## src/design/char_lcd_4bit_bus_sequencer_unit_macros.svh

```systemverilog
// ---------------------------------------------------------------------------
// LCD bus sequencer assertion macros
// Shorthand for clocked assertions, reset-qualified, same-cycle and next-cycle.
// ---------------------------------------------------------------------------
`ifndef CHAR_LCD_4BIT_BUS_SEQUENCER_UNIT_MACROS_SVH
`define CHAR_LCD_4BIT_BUS_SEQUENCER_UNIT_MACROS_SVH

// consequent checked in the same cycle
`define LCDSEQ_ASSERT_SAME(label, ante, cons, msg) \
   label: assert property (@(posedge clock) disable iff (reset) (ante) |-> (cons)) \
      else $error(msg);

// consequent checked in the next cycle
`define LCDSEQ_ASSERT_NEXT(label, ante, cons, msg) \
   label: assert property (@(posedge clock) disable iff (reset) (ante) |=> (cons)) \
      else $error(msg);

`endif

```

## src/design/lcdseq_pkg.sv

```systemverilog
// ---------------------------------------------------------------------------
// LCD bus sequencer package
// Request codes, microcode word format, register map and config bundle.
// ---------------------------------------------------------------------------
package lcdseq_pkg;

   // request codes
   localparam logic [2:0] OP_DATA   = 3'd0;
   localparam logic [2:0] OP_CMD    = 3'd1;
   localparam logic [2:0] OP_CURSOR = 3'd2;
   localparam logic [2:0] OP_INIT   = 3'd3;
   localparam logic [2:0] OP_CLEAR  = 3'd4;

   // cursor row base addresses
   localparam logic [1:0] ROW_FIRST   = 2'd0;
   localparam logic [1:0] ROW_SECOND  = 2'd1;
   localparam logic [7:0] ROW0_BASE   = 8'h80;
   localparam logic [7:0] ROW1_BASE   = 8'hC0;

   // register map (bit 2 of the byte address picks the register)
   localparam logic REG_ENABLE_HIGH = 1'b0;
   localparam logic REG_ENABLE_LOW  = 1'b1;
   localparam int   CSR_AW          = 3;
   localparam logic [7:0] HOLD_RESET = 8'd20;

   // microcode store
   localparam int UC_DEPTH = 54;
   localparam int UC_AW    = $clog2(UC_DEPTH);
   localparam logic [UC_AW-1:0] ENTRY_BYTE  = UC_AW'(0);
   localparam logic [UC_AW-1:0] ENTRY_CLEAR = UC_AW'(4);
   localparam logic [UC_AW-1:0] ENTRY_INIT  = UC_AW'(9);

   typedef enum logic [1:0] {
      NIB_OPER_HI = 2'd0,
      NIB_OPER_LO = 2'd1,
      NIB_CONST   = 2'd2,
      NIB_HELD    = 2'd3
   } nib_src_type;

   typedef enum logic [1:0] {
      HOLD_EN_HIGH = 2'd0,
      HOLD_EN_LOW  = 2'd1,
      HOLD_CONST   = 2'd2
   } hold_src_type;

   typedef struct packed {
      nib_src_type  src;
      logic         en;
      hold_src_type hold;
      logic [7:0]   konst;  // nibble in [3:0] or wait time in ms
      logic         last;   // final step: sequencer stops
   } ucode_type;

   typedef struct packed {
      logic [7:0] enable_high_ms;
      logic [7:0] enable_low_ms;
   } cfg_type;

   function automatic ucode_type uc_nib(nib_src_type src, logic en, logic [3:0] k,
                                        logic last);
      ucode_type w;
      w.src   = src;
      w.en    = en;
      w.hold  = en ? HOLD_EN_HIGH : HOLD_EN_LOW;
      w.konst = {4'h0, k};
      w.last  = last;
      return w;
   endfunction

   function automatic ucode_type uc_wait(logic [7:0] ms, logic last);
      ucode_type w;
      w.src   = NIB_HELD;
      w.en    = 1'b0;
      w.hold  = HOLD_CONST;
      w.konst = ms;
      w.last  = last;
      return w;
   endfunction

endpackage

```

## src/design/lcdseq_rom.sv

```systemverilog
// ---------------------------------------------------------------------------
// LCD bus sequencer microcode ROM
// One control word per emitted bus interval; entry points per request type.
// ---------------------------------------------------------------------------
module lcdseq_rom
   import lcdseq_pkg::*;
(
   input  logic [UC_AW-1:0] addr,
   output ucode_type        word
);

   always_comb begin
      case (addr)
         // data / command / cursor: operand byte, high nibble first
         6'd0:  word = uc_nib(NIB_OPER_HI, 1'b1, 4'h0, 1'b0);
         6'd1:  word = uc_nib(NIB_OPER_HI, 1'b0, 4'h0, 1'b0);
         6'd2:  word = uc_nib(NIB_OPER_LO, 1'b1, 4'h0, 1'b0);
         6'd3:  word = uc_nib(NIB_OPER_LO, 1'b0, 4'h0, 1'b1);
         // clear display, then 2 ms
         6'd4:  word = uc_nib(NIB_CONST, 1'b1, 4'h0, 1'b0);
         6'd5:  word = uc_nib(NIB_CONST, 1'b0, 4'h0, 1'b0);
         6'd6:  word = uc_nib(NIB_CONST, 1'b1, 4'h1, 1'b0);
         6'd7:  word = uc_nib(NIB_CONST, 1'b0, 4'h1, 1'b0);
         6'd8:  word = uc_wait(8'd2, 1'b1);
         // power-on init
         6'd9:  word = uc_wait(8'd50, 1'b0);
         6'd10: word = uc_nib(NIB_CONST, 1'b1, 4'h3, 1'b0);
         6'd11: word = uc_nib(NIB_CONST, 1'b0, 4'h3, 1'b0);
         6'd12: word = uc_nib(NIB_CONST, 1'b1, 4'h0, 1'b0);
         6'd13: word = uc_nib(NIB_CONST, 1'b0, 4'h0, 1'b0);
         6'd14: word = uc_wait(8'd5, 1'b0);
         6'd15: word = uc_nib(NIB_CONST, 1'b1, 4'h3, 1'b0);
         6'd16: word = uc_nib(NIB_CONST, 1'b0, 4'h3, 1'b0);
         6'd17: word = uc_nib(NIB_CONST, 1'b1, 4'h0, 1'b0);
         6'd18: word = uc_nib(NIB_CONST, 1'b0, 4'h0, 1'b0);
         6'd19: word = uc_wait(8'd1, 1'b0);
         6'd20: word = uc_nib(NIB_CONST, 1'b1, 4'h3, 1'b0);
         6'd21: word = uc_nib(NIB_CONST, 1'b0, 4'h3, 1'b0);
         6'd22: word = uc_nib(NIB_CONST, 1'b1, 4'h0, 1'b0);
         6'd23: word = uc_nib(NIB_CONST, 1'b0, 4'h0, 1'b0);
         6'd24: word = uc_wait(8'd10, 1'b0);
         6'd25: word = uc_nib(NIB_CONST, 1'b1, 4'h2, 1'b0);
         6'd26: word = uc_nib(NIB_CONST, 1'b0, 4'h2, 1'b0);
         6'd27: word = uc_nib(NIB_CONST, 1'b1, 4'h0, 1'b0);
         6'd28: word = uc_nib(NIB_CONST, 1'b0, 4'h0, 1'b0);
         6'd29: word = uc_wait(8'd10, 1'b0);
         6'd30: word = uc_nib(NIB_CONST, 1'b1, 4'h2, 1'b0);
         6'd31: word = uc_nib(NIB_CONST, 1'b0, 4'h2, 1'b0);
         6'd32: word = uc_nib(NIB_CONST, 1'b1, 4'h8, 1'b0);
         6'd33: word = uc_nib(NIB_CONST, 1'b0, 4'h8, 1'b0);
         6'd34: word = uc_wait(8'd1, 1'b0);
         6'd35: word = uc_nib(NIB_CONST, 1'b1, 4'h0, 1'b0);
         6'd36: word = uc_nib(NIB_CONST, 1'b0, 4'h0, 1'b0);
         6'd37: word = uc_nib(NIB_CONST, 1'b1, 4'h8, 1'b0);
         6'd38: word = uc_nib(NIB_CONST, 1'b0, 4'h8, 1'b0);
         6'd39: word = uc_wait(8'd1, 1'b0);
         6'd40: word = uc_nib(NIB_CONST, 1'b1, 4'h0, 1'b0);
         6'd41: word = uc_nib(NIB_CONST, 1'b0, 4'h0, 1'b0);
         6'd42: word = uc_nib(NIB_CONST, 1'b1, 4'h1, 1'b0);
         6'd43: word = uc_nib(NIB_CONST, 1'b0, 4'h1, 1'b0);
         6'd44: word = uc_wait(8'd2, 1'b0);
         6'd45: word = uc_nib(NIB_CONST, 1'b1, 4'h0, 1'b0);
         6'd46: word = uc_nib(NIB_CONST, 1'b0, 4'h0, 1'b0);
         6'd47: word = uc_nib(NIB_CONST, 1'b1, 4'h6, 1'b0);
         6'd48: word = uc_nib(NIB_CONST, 1'b0, 4'h6, 1'b0);
         6'd49: word = uc_wait(8'd1, 1'b0);
         6'd50: word = uc_nib(NIB_CONST, 1'b1, 4'h0, 1'b0);
         6'd51: word = uc_nib(NIB_CONST, 1'b0, 4'h0, 1'b0);
         6'd52: word = uc_nib(NIB_CONST, 1'b1, 4'hC, 1'b0);
         6'd53: word = uc_nib(NIB_CONST, 1'b0, 4'hC, 1'b1);
         default: word = uc_wait(8'd0, 1'b1);
      endcase
   end

endmodule

```

## src/design/lcdseq_csr.sv

```systemverilog
// ---------------------------------------------------------------------------
// LCD bus sequencer register block
// APB-style access to the enable high and enable low hold times.
// ---------------------------------------------------------------------------
module lcdseq_csr
   import lcdseq_pkg::*;
(
   input  logic              clock,
   input  logic              reset,
   input  logic              psel,
   input  logic              penable,
   input  logic              pwrite,
   input  logic [CSR_AW-1:0] paddr,
   input  logic [31:0]       pwdata,
   output logic [31:0]       prdata,
   output logic              pready,
   output cfg_type           cfg
);

   logic [7:0] en_high_ff, en_high_in;
   logic [7:0] en_low_ff,  en_low_in;
   logic       wr;

   assign pready = 1'b1;
   assign wr     = psel && penable && pwrite;

   always_comb begin
      en_high_in = en_high_ff;
      en_low_in  = en_low_ff;
      if (wr) begin
         case (paddr[2])
            REG_ENABLE_HIGH: en_high_in = pwdata[7:0];
            REG_ENABLE_LOW:  en_low_in  = pwdata[7:0];
            default:         en_high_in = en_high_ff;
         endcase
      end
   end

   always_ff @(posedge clock) begin
      if (reset) begin
         en_high_ff <= HOLD_RESET;
         en_low_ff  <= HOLD_RESET;
      end else begin
         en_high_ff <= en_high_in;
         en_low_ff  <= en_low_in;
      end
   end

   always_comb begin
      case (paddr[2])
         REG_ENABLE_HIGH: prdata = {24'h0, en_high_ff};
         REG_ENABLE_LOW:  prdata = {24'h0, en_low_ff};
         default:         prdata = 32'h0;
      endcase
   end

   assign cfg.enable_high_ms = en_high_ff;
   assign cfg.enable_low_ms  = en_low_ff;

endmodule

```

## src/design/char_lcd_4bit_bus_sequencer_unit.sv

```systemverilog
// ---------------------------------------------------------------------------
// Character LCD 4-bit bus sequencer
// Expands LCD requests into timed RS/D7..D4/EN intervals via a microcode ROM.
// ---------------------------------------------------------------------------
// One request is taken at a time and turned into a run of bus intervals, one
// result per clock while the result side keeps up: data, command and cursor
// requests give 4 results, clear gives 5, and init gives 45. The request is
// accepted ahead of the first step, and no step is taken while the result
// side stalls a waiting result. The step counter walking the microcode ROM
// sets that pace. A new request is taken in the cycle after the final step is
// loaded, even if that result is still waiting at the output. Unused request
// codes are taken and dropped.
module char_lcd_4bit_bus_sequencer_unit
   import lcdseq_pkg::*;
(
   input  logic              clock,
   input  logic              reset,
   // request channel
   input  logic              req_valid,
   output logic              req_stall,
   input  logic [2:0]        req_op,
   input  logic [7:0]        req_byte_value,
   input  logic [1:0]        req_cursor_row,
   input  logic [7:0]        req_cursor_col,
   // result channel
   output logic              rsp_valid,
   input  logic              rsp_stall,
   output logic              rsp_reg_select,
   output logic [3:0]        rsp_nibble,
   output logic              rsp_enable,
   output logic [7:0]        rsp_hold_ms,
   output logic              rsp_last,
   // config port
   input  logic              psel,
   input  logic              penable,
   input  logic              pwrite,
   input  logic [CSR_AW-1:0] paddr,
   input  logic [31:0]       pwdata,
   output logic [31:0]       prdata,
   output logic              pready
);

`include "char_lcd_4bit_bus_sequencer_unit_macros.svh"

   cfg_type    cfg;
   ucode_type  uc;

   logic             busy_ff,   busy_in;
   logic [UC_AW-1:0] pc_ff,     pc_in;
   logic [7:0]       oper_ff,   oper_in;
   logic             rs_ff,     rs_in;
   logic [3:0]       held_ff,   held_in;
   logic             valid_ff,  valid_in;
   logic             out_rs_ff, out_rs_in;
   logic [3:0]       out_nib_ff, out_nib_in;
   logic             out_en_ff, out_en_in;
   logic [7:0]       out_ms_ff, out_ms_in;
   logic             out_last_ff, out_last_in;

   logic       accept;
   logic       step;
   logic [3:0] nib;

   lcdseq_csr u_csr (
      .clock   (clock),
      .reset   (reset),
      .psel    (psel),
      .penable (penable),
      .pwrite  (pwrite),
      .paddr   (paddr),
      .pwdata  (pwdata),
      .prdata  (prdata),
      .pready  (pready),
      .cfg     (cfg)
   );

   lcdseq_rom u_rom (
      .addr (pc_ff),
      .word (uc)
   );

   assign req_stall = busy_ff;
   assign accept    = req_valid && !busy_ff;
   assign step      = busy_ff && (!valid_ff || !rsp_stall);

   // request decode and step counter
   always_comb begin
      busy_in = busy_ff;
      pc_in   = pc_ff;
      oper_in = oper_ff;
      rs_in   = rs_ff;
      if (accept) begin
         case (req_op)
            OP_DATA: begin
               busy_in = 1'b1;
               pc_in   = ENTRY_BYTE;
               oper_in = req_byte_value;
               rs_in   = 1'b1;
            end
            OP_CMD: begin
               busy_in = 1'b1;
               pc_in   = ENTRY_BYTE;
               oper_in = req_byte_value;
               rs_in   = 1'b0;
            end
            OP_CURSOR: begin
               busy_in = 1'b1;
               pc_in   = ENTRY_BYTE;
               rs_in   = 1'b0;
               if (req_cursor_row == ROW_FIRST) begin
                  oper_in = req_cursor_col | ROW0_BASE;
               end else if (req_cursor_row == ROW_SECOND) begin
                  oper_in = req_cursor_col | ROW1_BASE;
               end else begin
                  oper_in = req_cursor_col;
               end
            end
            OP_INIT: begin
               busy_in = 1'b1;
               pc_in   = ENTRY_INIT;
            end
            OP_CLEAR: begin
               busy_in = 1'b1;
               pc_in   = ENTRY_CLEAR;
            end
            default: busy_in = 1'b0;
         endcase
      end else if (step) begin
         pc_in = pc_ff + UC_AW'(1);
         if (uc.last) begin
            busy_in = 1'b0;
         end
      end
   end

   // datapath driven by the control word
   always_comb begin
      case (uc.src)
         NIB_OPER_HI: nib = oper_ff[7:4];
         NIB_OPER_LO: nib = oper_ff[3:0];
         NIB_CONST:   nib = uc.konst[3:0];
         NIB_HELD:    nib = held_ff;
         default:     nib = held_ff;
      endcase
   end

   always_comb begin
      held_in     = held_ff;
      out_rs_in   = out_rs_ff;
      out_nib_in  = out_nib_ff;
      out_en_in   = out_en_ff;
      out_ms_in   = out_ms_ff;
      out_last_in = out_last_ff;
      valid_in    = valid_ff && rsp_stall;
      if (step) begin
         valid_in    = 1'b1;
         held_in     = nib;
         out_nib_in  = nib;
         out_en_in   = uc.en;
         out_last_in = uc.last;
         // only operand nibbles carry the request's RS level
         out_rs_in   = (uc.src == NIB_OPER_HI || uc.src == NIB_OPER_LO) ? rs_ff : 1'b0;
         case (uc.hold)
            HOLD_EN_HIGH: out_ms_in = cfg.enable_high_ms;
            HOLD_EN_LOW:  out_ms_in = cfg.enable_low_ms;
            HOLD_CONST:   out_ms_in = uc.konst;
            default:      out_ms_in = uc.konst;
         endcase
      end
   end

   always_ff @(posedge clock) begin
      if (reset) begin
         busy_ff  <= 1'b0;
         valid_ff <= 1'b0;
         held_ff  <= 4'h0;
         pc_ff    <= ENTRY_BYTE;
      end else begin
         busy_ff  <= busy_in;
         valid_ff <= valid_in;
         held_ff  <= held_in;
         pc_ff    <= pc_in;
      end
   end

   always_ff @(posedge clock) begin
      oper_ff     <= oper_in;
      rs_ff       <= rs_in;
      out_rs_ff   <= out_rs_in;
      out_nib_ff  <= out_nib_in;
      out_en_ff   <= out_en_in;
      out_ms_ff   <= out_ms_in;
      out_last_ff <= out_last_in;
   end

   assign rsp_valid      = valid_ff;
   assign rsp_reg_select = out_rs_ff;
   assign rsp_nibble     = out_nib_ff;
   assign rsp_enable     = out_en_ff;
   assign rsp_hold_ms    = out_ms_ff;
   assign rsp_last       = out_last_ff;

   `LCDSEQ_ASSERT_SAME(a_pc_in_rom, busy_ff, pc_ff < UC_AW'(UC_DEPTH), "step counter past ROM end")
   `LCDSEQ_ASSERT_NEXT(a_last_stops, step && uc.last, !busy_ff && rsp_last, "sequencer ran past last step")
   `LCDSEQ_ASSERT_NEXT(a_init_entry, accept && req_op == OP_INIT, busy_ff && pc_ff == ENTRY_INIT, "init entry point not loaded")

endmodule

```

## config.mk

```make
export PLATFORM = sky130hd
export DESIGN_NAME = char_lcd_4bit_bus_sequencer_unit
export DESIGN_NICKNAME = d
export VERILOG_FILES = /design/src/design/lcdseq_pkg.sv /design/src/design/lcdseq_rom.sv /design/src/design/lcdseq_csr.sv /design/src/design/char_lcd_4bit_bus_sequencer_unit.sv
export VERILOG_INCLUDE_DIRS = /design/src /design/src/design
export SDC_FILE = /design/constraint.sdc
export NUM_CORES = 1
export LEC_CHECK = 0
export ABC_AREA = 1
export BUFFER_PORTS_ARGS = -buffer_cell sky130_fd_sc_hd__buf_2
export CAP_MARGIN = 10
export CORE_MARGIN = 5
export CORE_UTILIZATION = 48
export CTS_BUF_LIST = sky130_fd_sc_hd__clkbuf_2 sky130_fd_sc_hd__clkbuf_4 sky130_fd_sc_hd__clkbuf_8
export DETAILED_ROUTE_END_ITERATION = 8
export GPL_TIMING_DRIVEN = 1
export PLACE_DENSITY_LB_ADDON = 0.05
export SLEW_MARGIN = 25
export SYNTH_ARGS = -nofsm -noshare
export SYNTH_HDL_FRONTEND = slang
export SYNTH_SLANG_ARGS = --single-unit
```

## constraint.sdc

```tcl
create_clock -name clock -period 2.25 [get_ports clock]
set_clock_uncertainty 0.05 [all_clocks]
set_input_delay 0.3375 -clock clock [delete_from_list [all_inputs] [get_ports clock]]
set_output_delay 0.3375 -clock clock [all_outputs]
set_load 0.02 [all_outputs]
```

Word level (Yosys, flattened, before mapping)

Memories as Yosys holds them, arrays and structs flattened. A register that Yosys moved wholly into a read port is not among the register bits.
Index checks and enable logic that the tools add are counted.

ROM bits: 768
Word-level logic and storage cells: 71
Memories kept: 1
Register bits: 52

Bitwise operators: 1
Add/sub/neg operators: 1
Mux-type cells: 17
Equality and inequality tests: 10
Reduce and logical (&&, ||, !) cells: 28

Memory list:

| memory           | depth | width | read ports | clocked after memory_dff | write ports | RTL line         | text |
|---|---|---|---|---|---|---|---|
| (name not given) | 64    | 12    | 1          | 1                        | 0           | lcdseq_rom.sv:13 | `case (addr)` |

Operators by type and width:

| operator                                                               | count |
|---|---|
| 32-bit case mux with 2 select lines                                    | 1 |
| 8-bit case mux with 2 select lines                                     | 2 |
| 6-bit two-way mux                                                      | 4 |
| 6-bit case mux with 3 select lines                                     | 1 |
| 8-bit two-way mux                                                      | 2 |
| 4-bit case mux with 4 select lines                                     | 1 |
| 2-bit AND reduction                                                    | 6 |
| 2-bit nonzero test                                                     | 4 |
| 6-bit by 1-bit adder with 6-bit output (second input constant)         | 1 |
| 2-bit by 1-bit equality test with 1-bit output (second input constant) | 3 |
| 3-bit by 2-bit equality test with 1-bit output (second input constant) | 2 |
| 2-bit zero test                                                        | 3 |
| 1-bit logical AND                                                      | 5 |
| 1-bit two-way mux                                                      | 5 |
| 5-bit OR reduction                                                     | 1 |
| 2-bit equality test (second input constant)                            | 2 |
| 4-bit by 2-bit != test with 1-bit output (second input constant)       | 1 |
| 2-bit OR reduction                                                     | 2 |
| 3-bit by 1-bit equality test with 1-bit output (second input constant) | 1 |
| 3-bit equality test (second input constant)                            | 1 |
| 1-bit zero test                                                        | 3 |
| 3-bit zero test                                                        | 1 |
| 3-bit OR reduction                                                     | 1 |
| 1-bit logical OR                                                       | 2 |
| 2 further kinds                                                        | 2 |

Longest topological paths before layout

Gate-level depths: netlist of the first run.

Depth after elaboration: 7
Gate-level depth with buffers: 16
Depth with buffers taken out: 15

By module

A second synthesis of the first run with hierarchy kept.

Cell total of the unflattened synthesis: 516
Area, all modules: 3449.6 sq um

Modules (own cells, without submodules):

| module                           | cells each | times used | area an instance (sq um) |
|---|---|---|---|
| char_lcd_4bit_bus_sequencer_unit | 232        | 1          | 1800.5 |
| lcdseq_csr                       | 148        | 1          | 988.4 |
| lcdseq_rom                       | 136        | 1          | 660.6 |

Least setup slack after synthesis of the first run

No wires, ideal clock.

Path type: register to register
Start: reg busy_ff (netlist: req_stall)
End: reg, netlist name u_rom.word[12]
Buffers on the path: 0
Cell stages (with the launch flop): 13
Required time: 2.076 ns
Setup slack: -0.107 ns
Setup time: 0.124 ns
Arrival: 2.183 ns
Cells stage by stage: dfxtp_1 -> nand2_2 -> inv_1 -> nand2_1 -> nand2_1 -> nand2_2 -> ha_1 -> nand4_1 -> nand2_1 -> nand3_1 -> nand2_1 -> nor2_1 -> nand3_1

RTL lines:

| element                                         | RTL line                                | text |
|---|---|---|
| from (decl)                                     | char_lcd_4bit_bus_sequencer_unit.sv:48  | `logic busy_ff, busy_in;` |
| from (signal assigned)                          | char_lcd_4bit_bus_sequencer_unit.sv:179 | `busy_ff <= busy_in;` |
| 1-bit logical AND                               | char_lcd_4bit_bus_sequencer_unit.sv:84  | `assign step = busy_ff && (!valid_ff \|\| !rsp_stall);` |
| via step                                        | char_lcd_4bit_bus_sequencer_unit.sv:61  | `logic step;` |
| 2-bit nonzero test (no source line)             | n/a                                     |  |
| 2-bit AND reduction (no source line)            | n/a                                     |  |
| 6-bit two-way mux (no source line) (2 in a row) | n/a                                     |  |

The timed path passes the listed nets, and every way through them passes these cells.
A chain may end at the register's enable or synchronous reset.

Worst setup path in the final report of the first run

Start: reg busy_ff (netlist: req_stall)
End: reg, netlist name u_rom.word[12]

Cells in the longest elaborated chain, start to end: 6

Ends and longest elaborated chain:

| element                                                                                                | RTL line                               | text |
|---|---|---|
| 1-bit zero test                                                                                        | char_lcd_4bit_bus_sequencer_unit.sv:83 | `assign accept = req_valid && !busy_ff;` |
| 1-bit logical AND                                                                                      | char_lcd_4bit_bus_sequencer_unit.sv:83 |  |
| 4-bit by 2-bit != test with 1-bit output (no source line) / 2-bit nonzero test (equally long branches) | n/a                                    |  |
| 2-bit AND reduction (no source line)                                                                   | n/a                                    |  |
| 6-bit two-way mux (no source line) * (2 in a row)                                                      | n/a                                    |  |

Every way passes the cells marked *; elsewhere a longest branch is shown, timed or not.

==> flow_summary.ini, run 1 <==
[sta]
finalHoldViolations = 0
finalCritPeriodShare_pct = 93.00
grt_setup_unrepaired = false
fin_crit_ns = 2.092
slew_viol_final = 0
tightest_slew_ns = 0.6060
setup_viol = 0
setup-tns-final_ns = 0
fmaxAchievable_mhz = 477.9
relSlewSlack_pct = 59.45
finalWorstSetupSlack_ns = 0.1575

[worst_setup_path]
start_kind = flop
worst-path-max-fanout = 5
crit_type = flop to flop
rrSetupSlack_ns = 0.16
cp.arrival_ns = 2.27
end_kind = flop
cp.required_ns = 2.42

[route]
wl_per_cell_um = 13.03
drc = 0
routed-via-count = 3238
drt_iter0_markers = 177
wl_mm = 8.601
drt_pre_antenna_iters = 5
routed_via_density = 4.906
ant_nets = 0

[synth]
yosysWarnings = 0
synth_top_cell_area_share_pct = 21.89
seq_area_frac_synth_pct = 42.09
ys_seq_elements = 63
syn_area_sq_um = 3567
yosys.area.top_type = dfxtp_1
synth_cells = 482
synth_cell_types = 29
synth_area_leaders = dfxtp_1, edfxtp_1, nand2_1
syn_area_per_cell_sq_um = 7.401

[layout]
fin_nets = 626
area.growth.synth_to_final_pct = 18.03
fillers = 721
drive_gt1_share_pct = 24.42
antenna-diode-count = 0

[placement]
hpwl_mm = 6.572
place_ws_ns = 0.04361
portBuffers = 61
globalplace.congestion = 0.9121

[clocking]
post_cts_buffers = 0
clk_path_buf_depth = 2
htree_levels = 3
ctsResizeCount = 0
cts-root-buf = clkbuf_8
numClockSinks = 63
path_clk_slew_ns = 0.08
clk-insertion-delay-late_ns = 0.34
hold_buffers = 0
cts_tree = yes
cts_buffers = 9

[die]
dieWidth_um = 96.21
start_util_pct = 49.18
ios = 113
fp.coreArea_sq_um = 7253
dieArea_sq_um = 9255
rows = 31
dieHeight_um = 96.21

[flow_run]
maxCapViolCount = 0

[global_routing]
grt_max_degree = 20
first_global_vias = 3024
antenna_found_initial = 0
grt_pass1_wl_mm = 13.84
grt-ovfl-total = 0
track_usage_pct = 19.19

[power]
swShare_pct = 30.78
finalPower_mw = 3.041
p_seq_share_pct = 43.3
power.density_nw_per_um2 = 722.2
ir_drop_mv = 0.2954
power.internal_mw = 2.105
netSwitchingPower_uw = 935.9
combPwrFrac_pct = 20.1
leakagePower_nw = 2.030
pwr-share-clk_pct = 36.6

[min_path]
min_path_type = primary input to flop

[outcome]
outcome = finished clean
logic make-up (layout without fill, tap and decap cells):
| kind of cell | Yosys count | after routing | share of synthesized area, % |
|---|---|---|---|
| buffers and inverters | 83 | 139 | 11.89 |
| other | 2 | 25 | 0.2105 |
| adders and majority gates | 7 | 7 | 2.455 |
| and+or+nand+nor | 268 | 268 | 34.34 |
| DFF | 63 | 63 | 42.09 |
| AOI/OAI and AO/OA | 59 | 59 | 9.014 |
power by group through the flow:
stage,clock [mW],sequential [mW],combinational [mW]
after floorplan,0,1.35,0.444
after global placement,0,1.34,0.605
after detailed placement,0,1.34,0.608
after CTS,1.14,1.31,0.610
after global routing,1.19,1.33,0.688
final,1.11,1.32,0.612
through the flow:
stage	hold slack [ns]	utilization (%)	instances	instance area, sq um
finish	0.1682	58.05	660	4210
global route	0.1662	58.05	660	4210
CTS	0.1516	57.77	660	4190
detailed placement	0.3452	54.61	644	3961
global placement	0.3356	54.61	644	3961
floorplan	0.3355	-	505	3664
Yosys cell counts, drive strengths merged:
cell type	n
nand4	9
nand3	52
nand2	155
nor3	3
or2	1
nor2	48
dfxtp	39
edfxtp	24
clkinv	1
ha	7
o21ai	38
conb	2
buf	30
inv	45
o211ai	6
a21oi	15
clkbuf	7
worst max-delay path, stage by stage (launching register included):
cell and delay, ns:
dfxtp_4 0.37, nor2_4 0.14, nand3_1 0.13, nand2_2 0.11, nand2_1 0.05, nand2_1 0.09
nand2_2 0.10, buf_4 0.16, ha_1 0.20, nand2_1 0.09, nand2_1 0.06, nand3_1 0.12
nand2_1 0.06, nor2_1 0.14, nand3_1 0.09
sequential cells by signal (all words and copies together), names as in the netlist:
signal / cells
rsp_valid: 1
pc_ff: 6
u_csr.en_low_ff: 8
held_ff: 4
rsp_hold_ms: 8
oper_ff: 8
req_stall: 1
rsp_reg_select: 1
rs_ff: 1
rsp_nibble: 4
rsp_enable: 1
u_rom.word: 11
u_csr.en_high_ff: 8
rsp_last: 1
cells in the final DEF (no fill, tap or decap), types with 9 or more instances in the layout:
master / count
clkbuf_8: 9
edfxtp_1: 24
buf_2: 61
nor2_1: 40
nand2_1: 140
buf_4: 16
nand4_1: 9
inv_1: 38
o21ai_0: 34
nand2_2: 13
nand3_1: 46
dfxtp_1: 36
a21oi_1: 14
conb_1: 25
metal layers:
layer | vias to the layer above | routed length [um] | GRT usage, %
li1 | 1662 | - | -
met1 | 1454 | 3632 | 24.89
met2 | 112 | 4149 | 30.65
met3 | 10 | 679 | 3.909
met4 | 0 | 139 | 8.649
met5 | - | 0 | 0
cell type report:
class,count,area (sq um),share of cell area [%]
well taps,99,123.9,2.942
clock buffers,9,123.9,2.942
repair buffers,77,425.4,10.10
clock inverters,7,105.1,2.496
inverters,46,178.9,4.250
multi-input cells,359,1745,41.46
flip-flops and latches,63,1508,35.81
path summary, 6_finish.rpt:
check / start / endpoint / cells past startpoint
setup reg to reg: req_stall / u_rom.word[12] / 14
setup / recovery: req_stall / u_rom.word[12] / 14
hold reg to reg: u_rom.word[11] / rsp_enable / 0
hold / removal: pwdata[2] / u_csr.en_low_ff[2] / 3
Note: power is estimated with default switching activity, not from simulation.
==> run 2, diff against run 1 <==
--- a/config.mk
+++ b/config.mk
@@ -6,7 +6,7 @@
 export SDC_FILE = /design/constraint.sdc
 export NUM_CORES = 1
 export LEC_CHECK = 0
-export ABC_AREA = 1
+export ABC_AREA = 0
 export BUFFER_PORTS_ARGS = -buffer_cell sky130_fd_sc_hd__buf_2
 export CAP_MARGIN = 10
 export CORE_MARGIN = 5
==> run 2 against run 1 <==
Compared with the run above:
- the run now ends with negative setup slack left
- sequential power hardly changed
- via count is 0.40% lower
- global-route usage is 1.5 points higher
- combinational power is 18% higher
- fmax is 15% lower
- critical path depth is 5 lower
- critical endpoint is now u_rom.word[10]
- highest routed layer unchanged
==> flow_summary.ini, run 2 <==
[sta]
fin_crit_ns = 2.466
fmaxAchievable_mhz = 405.6
finalHoldViolations = 0
slew_viol_final = 0
setup_viol = 7
relSlewSlack_pct = 61.67
finalWorstSetupSlack_ns = -0.2157
finalCritPeriodShare_pct = 109.6
grt_setup_unrepaired = true
tightest_slew_ns = 0.5729

[synth]
yosysWarnings = 0
synth_cells = 368
seq_area_frac_synth_pct = 41.94
syn_area_per_cell_sq_um = 9.727
synth-main-ff-cell = dfxtp_1
yosysMostFrequentCell = nand2_1
synth_top_cells_by_count = nand2_1, dfxtp_1, buf_4
async_flop_share_pct = 0
synth_area_leaders = dfxtp_1, edfxtp_1, buf_4
ys_seq_elements = 63
synth_edf_count = 24
syn_area_sq_um = 3580
synth_top_cell_area_share_pct = 21.81
synth_cell_types = 65
yosys.area.top_type = dfxtp_1

[worst_setup_path]
worst-path-max-fanout = 7
crit_slowest_cell = dfxtp_4
end_kind = flop
crit_path_max_incr_delay_ns = 0.37
cp.required_ns = 2.42
start_kind = flop
crit_type = flop to flop
cp.arrival_ns = 2.64
crit_chain = a21bo_4, inv_6, buf_4, a221o_1, nand2_4, mux2i_1, mux2i_2, a221oi_2, o21ba_1

[clocking]
hold_buffers = 0
cts_tree = yes
htree_levels = 3
clk-insertion-delay-late_ns = 0.34
cts_buffers = 9
path_clk_slew_ns = 0.07
clk_path_buf_depth = 2
numClockSinks = 63
cts-root-buf = clkbuf_8

[route]
ant_nets = 0
top_layer = met4
wl_met1_mm = 4.011
wl_per_cell_um = 15.37
wl_met2_mm = 5.026
routed_via_density = 5.160
wl_met3_um = 450
wl_mm = 9.608
drt_pre_antenna_iters = 4
routed-via-count = 3225
drc = 0
drt_iter0_markers = 112

[die]
start_util_pct = 49.35
dieArea_sq_um = 9284
ios = 113
dieHeight_um = 96.36
fp.coreArea_sq_um = 7253
rows = 31
dieWidth_um = 96.36

[layout]
largest_register_ffs = 11
fin_nets = 591
fin_util_pct = 69.52
antenna-diode-count = 0
final_area_sq_um = 5042
final_common_cell = buf_4
fillers = 606
final_cell_mix = buf_4, buf_2, nand2_1
area.growth.synth_to_final_pct = 40.86
drive_gt1_share_pct = 47.72

[power]
power.density_nw_per_um2 = 568.3
leakagePower_nw = 2.148
ir_drop_mv = 0.2720
finalPower_mw = 2.866

[min_path]
min_path_type = primary input to flop

[global_routing]
track_usage_pct = 20.65
antenna_found_initial = 0
first_global_vias = 3079
grt-ovfl-total = 0
grt_max_degree = 17
grt_pass1_wl_mm = 14.67

[placement]
globalplace.congestion = 0.8713
portBuffers = 61
placed_area_sq_um = 4531
hpwl_mm = 7.019

[flow_run]
maxCapViolCount = 0

[outcome]
violations = negative setup slack
outcome = complete, but fails checks
==> run 2: kinds of logic after synthesis <==
| logic type | count (synthesis) | synth area share, % |
|---|---|---|
| adder cells (fa/ha/maj) | 7 | 2.447 |
| multiplexers | 34 | 11.39 |
| other | 2 | 0.2098 |
| AND/OR/NAND/NOR | 121 | 16.11 |
| flip-flops | 63 | 41.94 |
| XOR/XNOR | 1 | 0.2447 |
| AO/OA/AOI/OAI | 88 | 18.39 |
| buffers and inverters | 52 | 9.263 |
==> run 2: cell type report <==
| type | count | area (sq um) | share of cell area (%) |
|---|---|---|---|
| Multi-Input combinational cell | 276 | 2093 | 41.51 |
| Sequential cell | 63 | 1511 | 29.98 |
| Timing Repair Buffer | 159 | 1077 | 21.36 |
| Clock buffer | 9 | 123.9 | 2.457 |
| Tap cell | 99 | 123.9 | 2.457 |
| Inverter | 12 | 62.56 | 1.241 |
| Clock inverter | 7 | 50.05 | 0.9926 |
==> run 2: timing repair <==
item	4_1_cts	5_1_grt
resized for setup	24	22
endpoints found under the setup margin	9	8
setup buffers	8	9
gates cloned	0	0
pin swaps	11	3
==> run 2: per-stage QoR <==
stage / setup TNS (ns) / cells / setup WS (ns) / hold slack (ns)
finish: -0.7543 / 625 / -0.2157 / 0.1942
global route: -1.416 / 625 / -0.2893 / 0.1921
CTS: -0.2098 / 616 / -0.07287 / 0.1856
detailed placement: -2.390 / 592 / -0.3631 / 0.3395
global placement: -2.050 / 592 / -0.3394 / 0.3375
floorplan: -1.270 / 391 / -0.3100 / 0.3355
==> run 2: worst paths after layout <==
kind	slack [ns]	cells after the start	end	startpoint
hold / removal	0.19	3	u_csr.en_low_ff[2]	pwdata[2]
hold reg to reg	0.36	0	rsp_enable	u_rom.word[11]
setup reg to reg	-0.22	9	u_rom.word[10]	req_stall
setup / recovery	-0.22	9	u_rom.word[10]	req_stall
==> run 2: routing by layer <==
metal / GRT usage, % / vias up
met5: 0 / -
met4: 5.023 / 0
met3: 4.222 / 14
met2: 36.17 / 81
met1: 25.96 / 1530
li1: - / 1600
==> run 2: critical path, delay by kind of cell, from the launching register on <==
family / cells / cell delay, ns
AO/OA/AOI/OAI: 4 / 1.07
flip-flops: 1 / 0.37
AND/OR/NAND/NOR: 1 / 0.17
buffers and inverters: 2 / 0.19
multiplexers: 2 / 0.50
==> run 2: where the power goes <==
part / switching [mW] / internal, mW / leakage, nW
Combinational: 0.384 / 0.337 / 1.53
Clock: 0.448 / 0.398 / 0.0812
Sequential: 0.0476 / 1.25 / 0.538
Total: 0.880 / 1.99 / 2.15
